==> src/rtl/ccp_pkg.sv <==
`timescale 1ns / 1ps
`default_nettype none
// ----------------------------------------------------------------------------
// ccp_pkg
// Shared types and constants for the coefficient compress and pack block.
// ----------------------------------------------------------------------------
package ccp_pkg;

  localparam int COEFF_W   = 13;  // signed coefficient width
  localparam int MODULUS_W = 12;  // modulus register width
  localparam int MODE_W    = 2;
  localparam int CFG_IDX_W = 1;
  localparam int BYTE_W    = 8;
  localparam int PEND_W    = 7;   // leftover stream bits between items
  localparam int PCNT_W    = 3;
  localparam int QUOT_W    = 5;   // widest compressed word

  // Compression modes
  localparam logic [MODE_W-1:0] MODE_D1  = 2'd0;
  localparam logic [MODE_W-1:0] MODE_D4  = 2'd1;
  localparam logic [MODE_W-1:0] MODE_D5  = 2'd2;
  localparam logic [MODE_W-1:0] MODE_RAW = 2'd3;

  // Register indexes
  localparam logic [CFG_IDX_W-1:0] REG_MODE    = 1'b0;
  localparam logic [CFG_IDX_W-1:0] REG_MODULUS = 1'b1;

  localparam logic [MODE_W-1:0]    MODE_RESET    = MODE_D4;
  localparam logic [MODULUS_W-1:0] MODULUS_RESET = 12'd3329;

  // Datapath commands from the controller
  typedef struct packed {
    logic load;      // capture item, form numerator
    logic div_step;  // one quotient bit
    logic merge;     // append word to the pending bits
    logic emit;      // move one byte to the output register
    logic finish;    // store leftover bits, close the item
  } dp_cmd_t;

  // Datapath status to the controller
  typedef struct packed {
    logic raw_mode;
    logic div_last;
    logic byte_avail;
    logic out_free;
  } dp_stat_t;

  // Shift amount (word width) for the compressed modes
  function automatic logic [2:0] cmp_shift(input logic [MODE_W-1:0] mode);
    logic [2:0] r;
    r = 3'd0;
    unique case (mode)
      MODE_D1: r = 3'd1;
      MODE_D4: r = 3'd4;
      MODE_D5: r = 3'd5;
      default: r = 3'd0;
    endcase
    return r;
  endfunction

  // Mask keeping the low d quotient bits
  function automatic logic [QUOT_W-1:0] cmp_mask(input logic [MODE_W-1:0] mode);
    logic [QUOT_W-1:0] r;
    r = '1;
    unique case (mode)
      MODE_D1: r = 5'h01;
      MODE_D4: r = 5'h0F;
      MODE_D5: r = 5'h1F;
      default: r = 5'h1F;
    endcase
    return r;
  endfunction

endpackage
`default_nettype wire

==> src/rtl/ccp_datapath.sv <==
`timescale 1ns / 1ps
`default_nettype none
// ----------------------------------------------------------------------------
// ccp_datapath
// Config registers, bit-serial rounding divider, bit packer, output register.
// ----------------------------------------------------------------------------
module ccp_datapath #(
  parameter int MODULUS_BITS = 12
) (
  input  wire logic                            clk,
  input  wire logic                            rst,
  input  wire logic                            cfg_write_en,
  input  wire logic [ccp_pkg::CFG_IDX_W-1:0]   cfg_index,
  input  wire logic [ccp_pkg::MODULUS_W-1:0]   cfg_data,
  input  wire logic signed [ccp_pkg::COEFF_W-1:0] coeff,
  input  wire logic                            last_coeff,
  input  wire logic                            out_stall,
  output logic                                 out_valid,
  output logic [ccp_pkg::BYTE_W-1:0]           out_byte,
  output logic                                 last_byte,
  input  wire ccp_pkg::dp_cmd_t                cmd,
  output ccp_pkg::dp_stat_t                    stat
);

  localparam int SUM_W = MODULUS_BITS + 2;
  localparam int NUM_W = MODULUS_BITS + 6;
  localparam int ACC_W = MODULUS_BITS + ccp_pkg::PEND_W;
  localparam int TOT_W = $clog2(ACC_W + 1);
  localparam int CNT_W = $clog2(NUM_W);
  localparam int Q_W   = ccp_pkg::MODULUS_W;

  logic [ccp_pkg::MODE_W-1:0] mode;
  logic [Q_W-1:0]             modulus;

  logic [MODULUS_BITS-1:0]    u_reg;
  logic [NUM_W-1:0]           num_sr;
  logic [Q_W-1:0]             rem;
  logic [ccp_pkg::QUOT_W-1:0] quot;
  logic [CNT_W-1:0]           step_cnt;
  logic                       last_reg;
  logic [ACC_W-1:0]           acc;
  logic [TOT_W-1:0]           total;
  logic [ccp_pkg::PEND_W-1:0] pending;
  logic [ccp_pkg::PCNT_W-1:0] pend_count;

  logic [SUM_W-1:0]           coeff_ext;
  logic [SUM_W-1:0]           sum;
  logic [MODULUS_BITS-1:0]    u_in;
  logic [2:0]                 d_shift;
  logic [NUM_W-1:0]           num_in;
  logic [Q_W:0]               rem_sh;
  logic [Q_W:0]               rem_diff;
  logic                       ge;
  logic                       raw;
  logic [MODULUS_BITS-1:0]    word;
  logic [TOT_W-1:0]           d_width;

  assign raw     = (mode == ccp_pkg::MODE_RAW);
  assign d_shift = ccp_pkg::cmp_shift(mode);
  assign d_width = raw ? TOT_W'(MODULUS_BITS) : TOT_W'(d_shift);

  // Fold negatives into range once, wrap to the word width
  assign coeff_ext = {{(SUM_W - ccp_pkg::COEFF_W){coeff[ccp_pkg::COEFF_W-1]}}, coeff};
  assign sum       = coeff_ext + (coeff[ccp_pkg::COEFF_W-1] ? SUM_W'(modulus) : '0);
  assign u_in      = sum[MODULUS_BITS-1:0];
  assign num_in    = (NUM_W'(u_in) << d_shift) + NUM_W'(modulus[Q_W-1:1]);

  // Restoring division step; a zero modulus yields all-ones quotient bits
  assign rem_sh   = {rem, num_sr[NUM_W-1]};
  assign ge       = (rem_sh >= {1'b0, modulus});
  assign rem_diff = rem_sh - {1'b0, modulus};

  assign word = raw ? u_reg : MODULUS_BITS'(quot & ccp_pkg::cmp_mask(mode));

  assign stat.raw_mode   = raw;
  assign stat.div_last   = (step_cnt == CNT_W'(NUM_W - 1));
  assign stat.byte_avail = (total >= TOT_W'(8)) || (last_reg && (total != '0));
  assign stat.out_free   = !out_valid || !out_stall;

  // Configuration and stream state
  always_ff @(posedge clk) begin
    if (rst) begin
      mode       <= ccp_pkg::MODE_RESET;
      modulus    <= ccp_pkg::MODULUS_RESET;
      pending    <= '0;
      pend_count <= '0;
      out_valid  <= 1'b0;
    end else begin
      if (cfg_write_en) begin
        unique case (cfg_index)
          ccp_pkg::REG_MODE:    mode    <= cfg_data[ccp_pkg::MODE_W-1:0];
          ccp_pkg::REG_MODULUS: modulus <= cfg_data;
          default: ;
        endcase
      end
      if (cmd.finish) begin
        pending    <= last_reg ? '0 : acc[ccp_pkg::PEND_W-1:0];
        pend_count <= last_reg ? '0 : total[ccp_pkg::PCNT_W-1:0];
      end
      if (cmd.emit) begin
        out_valid <= 1'b1;
      end else if (!out_stall) begin
        out_valid <= 1'b0;
      end
    end
  end

  // Working registers
  always_ff @(posedge clk) begin
    if (cmd.load) begin
      u_reg    <= u_in;
      num_sr   <= num_in;
      rem      <= '0;
      quot     <= '0;
      step_cnt <= '0;
      last_reg <= last_coeff;
    end
    if (cmd.div_step) begin
      num_sr   <= num_sr << 1;
      rem      <= ge ? rem_diff[Q_W-1:0] : rem_sh[Q_W-1:0];
      quot     <= {quot[ccp_pkg::QUOT_W-2:0], ge};
      step_cnt <= step_cnt + 1'b1;
    end
    if (cmd.merge) begin
      acc   <= ACC_W'(pending) | (ACC_W'(word) << pend_count);
      total <= TOT_W'(pend_count) + d_width;
    end
    if (cmd.emit) begin
      out_byte  <= acc[ccp_pkg::BYTE_W-1:0];
      last_byte <= last_reg && (total <= TOT_W'(8));
      acc       <= acc >> ccp_pkg::BYTE_W;
      total     <= (total >= TOT_W'(8)) ? total - TOT_W'(8) : '0;
    end
  end

endmodule
`default_nettype wire

==> src/rtl/ccp_ctrl.sv <==
`timescale 1ns / 1ps
`default_nettype none
// ----------------------------------------------------------------------------
// ccp_ctrl
// Sequencer: accept, divide (skipped in raw mode), merge, emit bytes, close the item.
// ----------------------------------------------------------------------------
module ccp_ctrl (
  input  wire logic               clk,
  input  wire logic               rst,
  input  wire logic               in_valid,
  output logic                    in_stall,
  output ccp_pkg::dp_cmd_t        cmd,
  input  wire ccp_pkg::dp_stat_t  stat
);

  typedef enum logic [3:0] {
    S_IDLE  = 4'b0001,
    S_DIV   = 4'b0010,
    S_MERGE = 4'b0100,
    S_EMIT  = 4'b1000
  } state_t;

  state_t state;
  state_t state_next;

  always_ff @(posedge clk) begin
    if (rst) begin
      state <= S_IDLE;
    end else begin
      state <= state_next;
    end
  end

  always_comb begin
    state_next = state;
    cmd        = '0;
    in_stall   = 1'b1;
    unique case (state)
      S_IDLE: begin
        in_stall = 1'b0;
        if (in_valid) begin
          cmd.load   = 1'b1;
          state_next = stat.raw_mode ? S_MERGE : S_DIV;
        end
      end
      S_DIV: begin
        cmd.div_step = 1'b1;
        if (stat.div_last) begin
          state_next = S_MERGE;
        end
      end
      S_MERGE: begin
        cmd.merge  = 1'b1;
        state_next = S_EMIT;
      end
      S_EMIT: begin
        if (stat.byte_avail) begin
          cmd.emit = stat.out_free;
        end else begin
          cmd.finish = 1'b1;
          state_next = S_IDLE;
        end
      end
      default: state_next = S_IDLE;
    endcase
  end

endmodule
`default_nettype wire

==> src/rtl/coefficient_compress_pack.sv <==
`timescale 1ns / 1ps
`default_nettype none
// ----------------------------------------------------------------------------
// coefficient_compress_pack
// Compress polynomial coefficients and pack them into a little-endian bytes.
// ----------------------------------------------------------------------------
// One signed coefficient is taken per item. A negative value gets the modulus
// added once; the 1-, 4- and 5-bit modes then round u*2^d/q to the nearest
// integer and keep d bits, while the raw mode passes u as a MODULUS_BITS-wide
// word. Words go out least significant bit first; each finished byte is one
// output item, and the last coefficient zero-pads and flags the final byte.
// An item passes through the accept, the divider steps (skipped in raw mode),
// the merge, the emission of its bytes (held while the output stalls) and the
// close. The bit-serial restoring divider makes one quotient bit per cycle.
// A new item is taken while the last byte of the previous one still waits.
// ----------------------------------------------------------------------------
module coefficient_compress_pack #(
  parameter int MODULUS_BITS = 12
) (
  input  wire logic                               clk,
  input  wire logic                               rst,
  // configuration write port
  input  wire logic                               cfg_write_en,
  input  wire logic [ccp_pkg::CFG_IDX_W-1:0]      cfg_index,
  input  wire logic [ccp_pkg::MODULUS_W-1:0]      cfg_data,
  // coefficient items
  input  wire logic                               in_valid,
  output logic                                    in_stall,
  input  wire logic signed [ccp_pkg::COEFF_W-1:0] coeff,
  input  wire logic                               last_coeff,
  // byte items
  output logic                                    out_valid,
  input  wire logic                               out_stall,
  output logic [ccp_pkg::BYTE_W-1:0]              out_byte,
  output logic                                    last_byte
);

  ccp_pkg::dp_cmd_t  cmd;
  ccp_pkg::dp_stat_t stat;

  // Sequencer: owns the input handshake and drives datapath commands
  ccp_ctrl u_ctrl (
    .clk      (clk),
    .rst      (rst),
    .in_valid (in_valid),
    .in_stall (in_stall),
    .cmd      (cmd),
    .stat     (stat)
  );

  // Divider, packer and output register
  ccp_datapath #(
    .MODULUS_BITS (MODULUS_BITS)
  ) u_datapath (
    .clk          (clk),
    .rst          (rst),
    .cfg_write_en (cfg_write_en),
    .cfg_index    (cfg_index),
    .cfg_data     (cfg_data),
    .coeff        (coeff),
    .last_coeff   (last_coeff),
    .out_stall    (out_stall),
    .out_valid    (out_valid),
    .out_byte     (out_byte),
    .last_byte    (last_byte),
    .cmd          (cmd),
    .stat         (stat)
  );

  // Hold off further items while one is in work
  a_busy_after_accept: assert property (@(posedge clk) disable iff (rst)
    (in_valid && !in_stall) |=> in_stall)
    else $error("item accepted while previous item in work");

  // Never overwrite a byte still waiting at the output
  a_emit_free: assert property (@(posedge clk) disable iff (rst)
    cmd.emit |-> (!out_valid || !out_stall))
    else $error("byte emitted over a stalled output");

  // At most one datapath command per cycle
  a_cmd_onehot: assert property (@(posedge clk) disable iff (rst)
    $onehot0({cmd.load, cmd.div_step, cmd.merge, cmd.emit, cmd.finish}))
    else $error("conflicting datapath commands");

  // A load only happens when the input side is open
  a_load_open: assert property (@(posedge clk) disable iff (rst)
    cmd.load |-> (in_valid && !in_stall))
    else $error("load without accepted item");

endmodule
`default_nettype wire
==> config.mk <==
export PLATFORM = sky130hd
export DESIGN_NAME = coefficient_compress_pack
export DESIGN_NICKNAME = d
export VERILOG_FILES = /design/src/rtl/ccp_pkg.sv /design/src/rtl/ccp_datapath.sv /design/src/rtl/ccp_ctrl.sv /design/src/rtl/coefficient_compress_pack.sv
export SDC_FILE = /design/constraint.sdc
export NUM_CORES = 1
export LEC_CHECK = 0
export ABC_AREA = 1
export ABC_CLOCK_PERIOD_IN_PS = 3600
export BUFFER_PORTS_ARGS = -buffer_cell sky130_fd_sc_hd__buf_2
export CORE_UTILIZATION = 57
export DETAILED_ROUTE_END_ITERATION = 10
export PLACE_DENSITY = 0.75
export SYNTH_ARGS = -nofsm -noshare
export SYNTH_HDL_FRONTEND = slang
export SYNTH_HIERARCHICAL = 1
export SYNTH_SLANG_ARGS = --single-unit
==> constraint.sdc <==
create_clock -name clk -period 3.6 [get_ports clk]
set_input_delay 0.18 -clock clk [delete_from_list [all_inputs] [get_ports clk]]
set_output_delay 0.18 -clock clk [all_outputs]
set_load 0.01 [all_outputs]
==> impl_metrics.tcl, run 1 <==
set metrics [dict create \
    gp_congestion 0.882 \
    fin_skew_ns 0.00743 \
    path_buf_inv 3 \
    post_drt_wl_per_cell_um 14.3 \
    status "finished, final reports clean" \
    clk_latency_ns 0.41 \
    worst_pin_slew_ns 0.695 \
    wirelength_met1_mm 7.76 \
    dr_wl_met2_mm 8.64 \
    largest_reg_flops 19 \
    cts_tree "built" \
    post_dp_cell_area_um2 7980 \
    slew_viol_final 0 \
    grt.overflow.total 0 \
    crit_required_ns 3.76 \
    synth_edf_count 77 \
    layout_common_cells "232 x nand2_1, 136 x inv_1, 84 x nor2_1, 77 x edfxtp_1, 62 x nand3_1" \
    cts_inserted_buffers 17 \
    drt_iter0_drc 503 \
    slowest_delay_ns 0.40 \
    ys_seq_elements 115 \
    dr.max_layer_used "met4" \
    route.met3.wl_um 855 \
    pin_count 43 \
    synthArstFlopShare_pct 0 \
    ys.flop_type "edfxtp_1" \
    grt_usage_pct 27.5 \
    hp-class "input pin to register" \
    die_h_um 116 \
    cts.sink_count 115 \
    start_util_pct 58.7 \
    critical_path.top_delay_family "simple AND/OR/NAND/NOR gates" \
    max_cap_viol_count 0 \
    path_class "register to register" \
    finalCoreUtilization_pct 70.2 \
    regMostFlops "u_datapath/acc" \
    pwr_density_cell_nw_per_um2 548 \
    layout_min_cycle_time_ns 3.50 \
    cpMaxStageDelayCell "ha_1" \
    dr.pass1.iters 5 \
    fmax_mhz 285 \
    avgSynthCellArea_um2 7.65 \
    place_hpwl_mm 12.8 \
    p_leak_nw 4.14 \
    design_area_um2 8900 \
    fin_crit_sh_pct 97.3 \
    drive_gt1_share_pct 18.0 \
    crit_fanout 4 \
    grt_start_max_net_pins 37 \
    via_per_inst 5.35 \
    drtAntennaViolNets 0 \
    path_clk_slew_ns 0.05 \
    hold_viol 0 \
    yosysSeqAreaShare_pct 41.3 \
    grt_pass1_wl_mm 28.6 \
    synth_cell_types 55 \
    final_common_cell "nand2_1" \
    grt_pass1_vias 6198 \
    path_common_cell "nand2_1" \
    core-area_um2 12700 \
    top_regs "u_datapath/acc (19), u_datapath/num_sr (18)" \
    clock-root-buffer "clkbuf_16" \
    dieWidth_um 116 \
    antenna_found_initial 0 \
    syn_inst 973 \
    crit_chain "nand2_1 > inv_1 > ha_4 > fa_2 > nand2_4 > nand3_4 > nand2_2 > xnor2_2 > nand2_1 > o21ai_1 > buf_4 > nand2_1 > o21ai_0 > ha_1 > inv_1 > nor3_2 > nand2_1 > nand2_1 > a21boi_1 > or2_2 > a32o_1" \
    syn_nets 1053 \
    netlist_area_um2 7440 \
    startpoint_type "register" \
    drc 0 \
    ys_warn_count 6 \
    clockBufferDepth 2 \
    ir_worst_vdd_v 0.000379 \
    num_vias 6594 \
    dieArea_um2 13500 \
    final-setup-viol-count 0 \
    fin_nets 1127 \
    crit_arrival_ns 3.67 \
    drt_wl_total_mm 17.6 \
    rows 41 \
    endpoint_kind "register" \
    areaGrowthSynthToFinish_pct 19.5 \
    cts_htree_levels 4 \
    relSlewSlack_pct 53.6 \
    port-buffer-count 42 \
    diodes 0 \
]
[report_power, final]
part           switching (mW)  internal (mW)
clock network           0.572           1.11
registers               0.102           1.69
logic                   0.878          0.522
total                    1.55           3.32
[final timing paths]
path / end / slack [ns] / startpoint / cells after the start
max: u_datapath/num_sr[9]$_DFFE_PP_ / 0.1 / u_datapath/modulus[0]$_SDFFE_PP1P_ / 21
min: u_datapath/modulus[10]$_SDFFE_PP1P_ / 0.04 / cfg_data[10] / 3
max reg2reg: u_datapath/num_sr[9]$_DFFE_PP_ / 0.1 / u_datapath/modulus[0]$_SDFFE_PP1P_ / 21
min reg2reg: u_datapath/out_byte[7]$_DFFE_PP_ / 0.42 / u_datapath/acc[7]$_DFFE_PP_ / 0
[logic make-up (layout without fill, tap and decap cells)]
family | Yosys count | in the layout | share of synthesized area (%)
AND/OR/NAND/NOR | 455 | 455 | 26.5
adder cells (fa/ha/maj) | 48 | 48 | 8.37
buffers and inverters | 170 | 257 | 8.76
AO/OA/AOI/OAI | 162 | 162 | 12.2
multiplexers | 4 | 4 | 0.538
flip-flops | 115 | 115 | 41.3
XOR/XNOR | 19 | 19 | 2.34
[stage by stage]
step	setup slack [ns]	TNS (ns)	std cells	power, mW	hold WS (ns)
6_report	0.0954	0	1232	4.87	0.0396
5_1_grt	-0.173	-0.603	1232	5.15	0.0484
4_1_cts	0.00792	0	1228	4.79	0.0254
3_5_place_dp	-0.0232	-0.0432	1189	3.08	0.363
3_3_place_gp	0.0371	0	1189	3.05	0.361
2_1_floorplan	0.323	0	973	2.73	0.242
[layer usage]
metal / vias to the layer above / GRT usage (%)
li1: 3372 / -
met1: 2999 / 34.1
met2: 198 / 48.0
met3: 25 / 5.14
met4: 0 / 9.15
met5: - / 0
[cell type report]
type                    instances  area, um^2
multi-input cells             688        3940
fillers                      1040        3770
flip-flops and latches        115        3080
repair buffers                 84         536
inverters                     141         529
clock buffers                  24         502
well taps                     172         215
clock inverters                 8        98.8
[cells in the mapped netlist (3+ instances only)]
master / n / area [um^2]
nand2_1: 246 / 923
inv_1: 137 / 514
nor2_1: 87 / 327
edfxtp_1: 77 / 2310
nand3_1: 69 / 345
o21ai_0: 66 / 330
a21oi_1: 51 / 255
ha_1: 45 / 563
dfxtp_1: 38 / 761
clkbuf_1: 17 / 63.8
xor2_1: 13 / 114
nand4_1: 12 / 75.1
nand2_2: 10 / 62.6
a31oi_1: 8 / 50.1
buf_2: 8 / 40.0
o22ai_1: 8 / 50.1
nor3_1: 6 / 30.0
o211ai_1: 6 / 45.0
nor2_2: 5 / 31.3
xnor2_1: 5 / 43.8
mux2i_1: 4 / 40.0
nand3_2: 4 / 40.0
nor2_4: 4 / 45.0
a211oi_1: 3 / 22.5
buf_1: 3 / 11.3
fa_1: 3 / 60.1
inv_2: 3 / 11.3
o21ai_1: 3 / 15.0
or2_2: 3 / 18.8
[tightest hold or removal path: cells and delay by family]
| family | cells | cell delay, ns |
|---|---|---|
| compound gates | 1 | 0.10 |
| buf+inv | 1 | 0.08 |
| simple gates | 1 | 0.04 |
[what timing repair did]
item	4_1_cts	5_1_grt
pin swaps	2	17
setup buffers	3	4
hold buffers	4	0
endpoints found under the hold margin	4	0
setup endpoints to repair	2	11
gates resized for setup	2	58
No activity file was read; power rests on OpenSTA's default activity.
==> run 2: changes to the inputs <==
Settings changed: CORE_ASPECT_RATIO set to 0.8, CTS_BUF_LIST set to sky130_fd_sc_hd__clkbuf_4.
==> impl_metrics.tcl, run 2 (same netlist as run 1, synthesis figures left out) <==
set metrics [dict create \
    clockBufferDepth 2 \
    grt_start_max_net_pins 31 \
    clock-root-buffer "clkbuf_4" \
    crit_required_ns 3.89 \
    hp-class "input pin to register" \
    clk_latency_ns 0.53 \
    gr-max-usage-layer "met1" \
    fin_hold_ws_ns 0.0542 \
    post_dp_cell_area_um2 8010 \
    drt_wl_total_mm 18.4 \
    via_per_inst 5.47 \
    layout_min_cycle_time_ns 3.43 \
    max_cap_viol_count 0 \
    num_vias 6805 \
    die_h_um 104 \
    endpoint_kind "register" \
    gp_congestion 0.945 \
    final-setup-viol-count 0 \
    top_regs "u_datapath/acc (19), u_datapath/num_sr (18)" \
    antenna_found_initial 0 \
    cts_htree_levels 4 \
    relSlewSlack_pct 51.3 \
    rsz0062_at_grt "yes" \
    regMostFlops "u_datapath/acc" \
    path_class "register to register" \
    path_buf_inv 2 \
    startpoint_type "register" \
    place_hpwl_mm 13.5 \
    ir_worst_vdd_v 0.000274 \
    cpMaxStageDelayCell "fa_2" \
    dieArea_um2 13500 \
    start_util_pct 59.9 \
    hold_viol 0 \
    slowest_delay_ns 0.37 \
    fmax_mhz 292 \
    slew_viol_final 0 \
    layout_common_cells "237 x nand2_1, 134 x inv_1, 83 x nor2_1, 77 x edfxtp_1, 64 x nand3_1" \
    grt.overflow.total 0 \
    pin_count 43 \
    crit_chain "nand2_1 > inv_1 > ha_2 > fa_2 > nand2_2 > nand3_4 > nand2_4 > xnor2_4 > mux2i_2 > o21ai_0 > buf_4 > ha_1 > nand2_1 > nand2_1 > a31oi_2 > nand2_1 > a21boi_2 > nand2_1 > a32o_1" \
    path_common_cell "nand2_1" \
    largest_reg_flops 19 \
    core-area_um2 12400 \
    cts_tree "built" \
    cts.sink_count 115 \
    port-buffer-count 42 \
    areaGrowthSynthToFinish_pct 18.5 \
    final_common_cell "nand2_1" \
    met3_usage_pct 4.94 \
    design_area_um2 8820 \
    critical_path.top_delay_family "adder cells" \
    grt_pass1_wl_mm 29.9 \
    path_clk_slew_ns 0.12 \
    dr.pass1.iters 6 \
    dieWidth_um 130 \
    crit_fanout 4 \
    drive_gt1_share_pct 18.9 \
    grtUsageMet1_pct 42.4 \
    diodes 0 \
    status "finished, final reports clean" \
    drc 0 \
    fin_skew_ns 0.0201 \
    worst_pin_slew_ns 0.730 \
    finalNonFillerCells 1245 \
    pwr_density_cell_nw_per_um2 487 \
    fin_nets 1141 \
    grt_pass1_vias 6234 \
    post_drt_wl_per_cell_um 14.8 \
    drt_iter0_drc 600 \
    post-place-cells 1190 \
    fin_crit_sh_pct 95.1 \
    rows 36 \
    drtAntennaViolNets 0 \
    p_leak_nw 4.08 \
    grt_util_met2_pct 41.8 \
    grt_usage_pct 28.5 \
    crit_arrival_ns 3.72 \
    cts_inserted_buffers 17 \
    finalCoreUtilization_pct 70.9 \
]
==> run 2: changes by cell type in the layout (fill, tap and decap cells not counted), moves of 3 or more <==
| cell | before | now |
|---|---|---|
| clkbuf_16 | 17 | 0 |
| clkbuf_4 | 0 | 17 |
| dlygate4sd3_1 | 4 | 16 |
| clkbuf_8 | 5 | 0 |
| ha_1 | 42 | 37 |
| inv_6 | 0 | 5 |
| nand2_1 | 232 | 237 |
| clkinv_4 | 1 | 5 |
| nand2_2 | 22 | 18 |
| ha_4 | 3 | 6 |
| o21ai_0 | 60 | 57 |
==> run 2: worst paths after layout <==
kind                                      endpoint                          startpoint  cells past startpoint  slack, ns
hold / removal       u_datapath/u_reg[0]$_DFFE_PP_                            coeff[0]                      2       0.05
setup reg to reg    u_datapath/num_sr[9]$_DFFE_PP_  u_datapath/modulus[0]$_SDFFE_PP1P_                     19       0.17
hold reg to reg   u_datapath/out_byte[7]$_DFFE_PP_         u_datapath/acc[7]$_DFFE_PP_                      0       0.44
setup / recovery    u_datapath/num_sr[9]$_DFFE_PP_  u_datapath/modulus[0]$_SDFFE_PP1P_                     19       0.17
==> run 2: cell type report <==
cell class | count | area (um^2)
timing repair buffer | 98 | 683
clock buffer | 17 | 128
clock inverter | 15 | 194
multi-input combinational | 688 | 3990
inverter | 141 | 529
sequential | 115 | 3080
fill | 1035 | 3610
tap | 171 | 214
==> run 2: metrics by stage <==
stage | TNS (ns) | power, mW | setup WS, ns
2_1_floorplan | 0 | 2.73 | 0.323
4_1_cts | -0.0233 | 4.18 | -0.0233
3_5_place_dp | -0.190 | 3.09 | -0.0560
5_1_grt | -0.181 | 4.57 | -0.0503
3_3_place_gp | -0.105 | 3.08 | -0.0542
6_report | 0 | 4.30 | 0.175
==> run 2: timing repair <==
action                                  CTS  global route
pin swaps                                 1            20
resized for setup                         4            68
hold buffers                             16             0
setup buffers                             1             7
endpoints found under the setup margin    5            12
endpoints found under the hold margin    21             0
==> run 2: layer usage <==
| metal | wire (um) | share of wire [%] | vias up |
|---|---|---|---|
| met2 | 8090 | 44 | 266 |
| li1 | - | - | 3404 |
| met3 | 1130 | 6.2 | 26 |
| met5 | 0 | 0 | - |
| met4 | 320 | 1.7 | 0 |
| met1 | 8880 | 48 | 3109 |
==> run 2: where the power goes <==
| part | leakage (nW) | switching, mW | internal [mW] |
|---|---|---|---|
| Clock | 0.174 | 0.571 | 0.501 |
| Combinational | 2.85 | 0.898 | 0.550 |
| Sequential | 1.05 | 0.0947 | 1.68 |
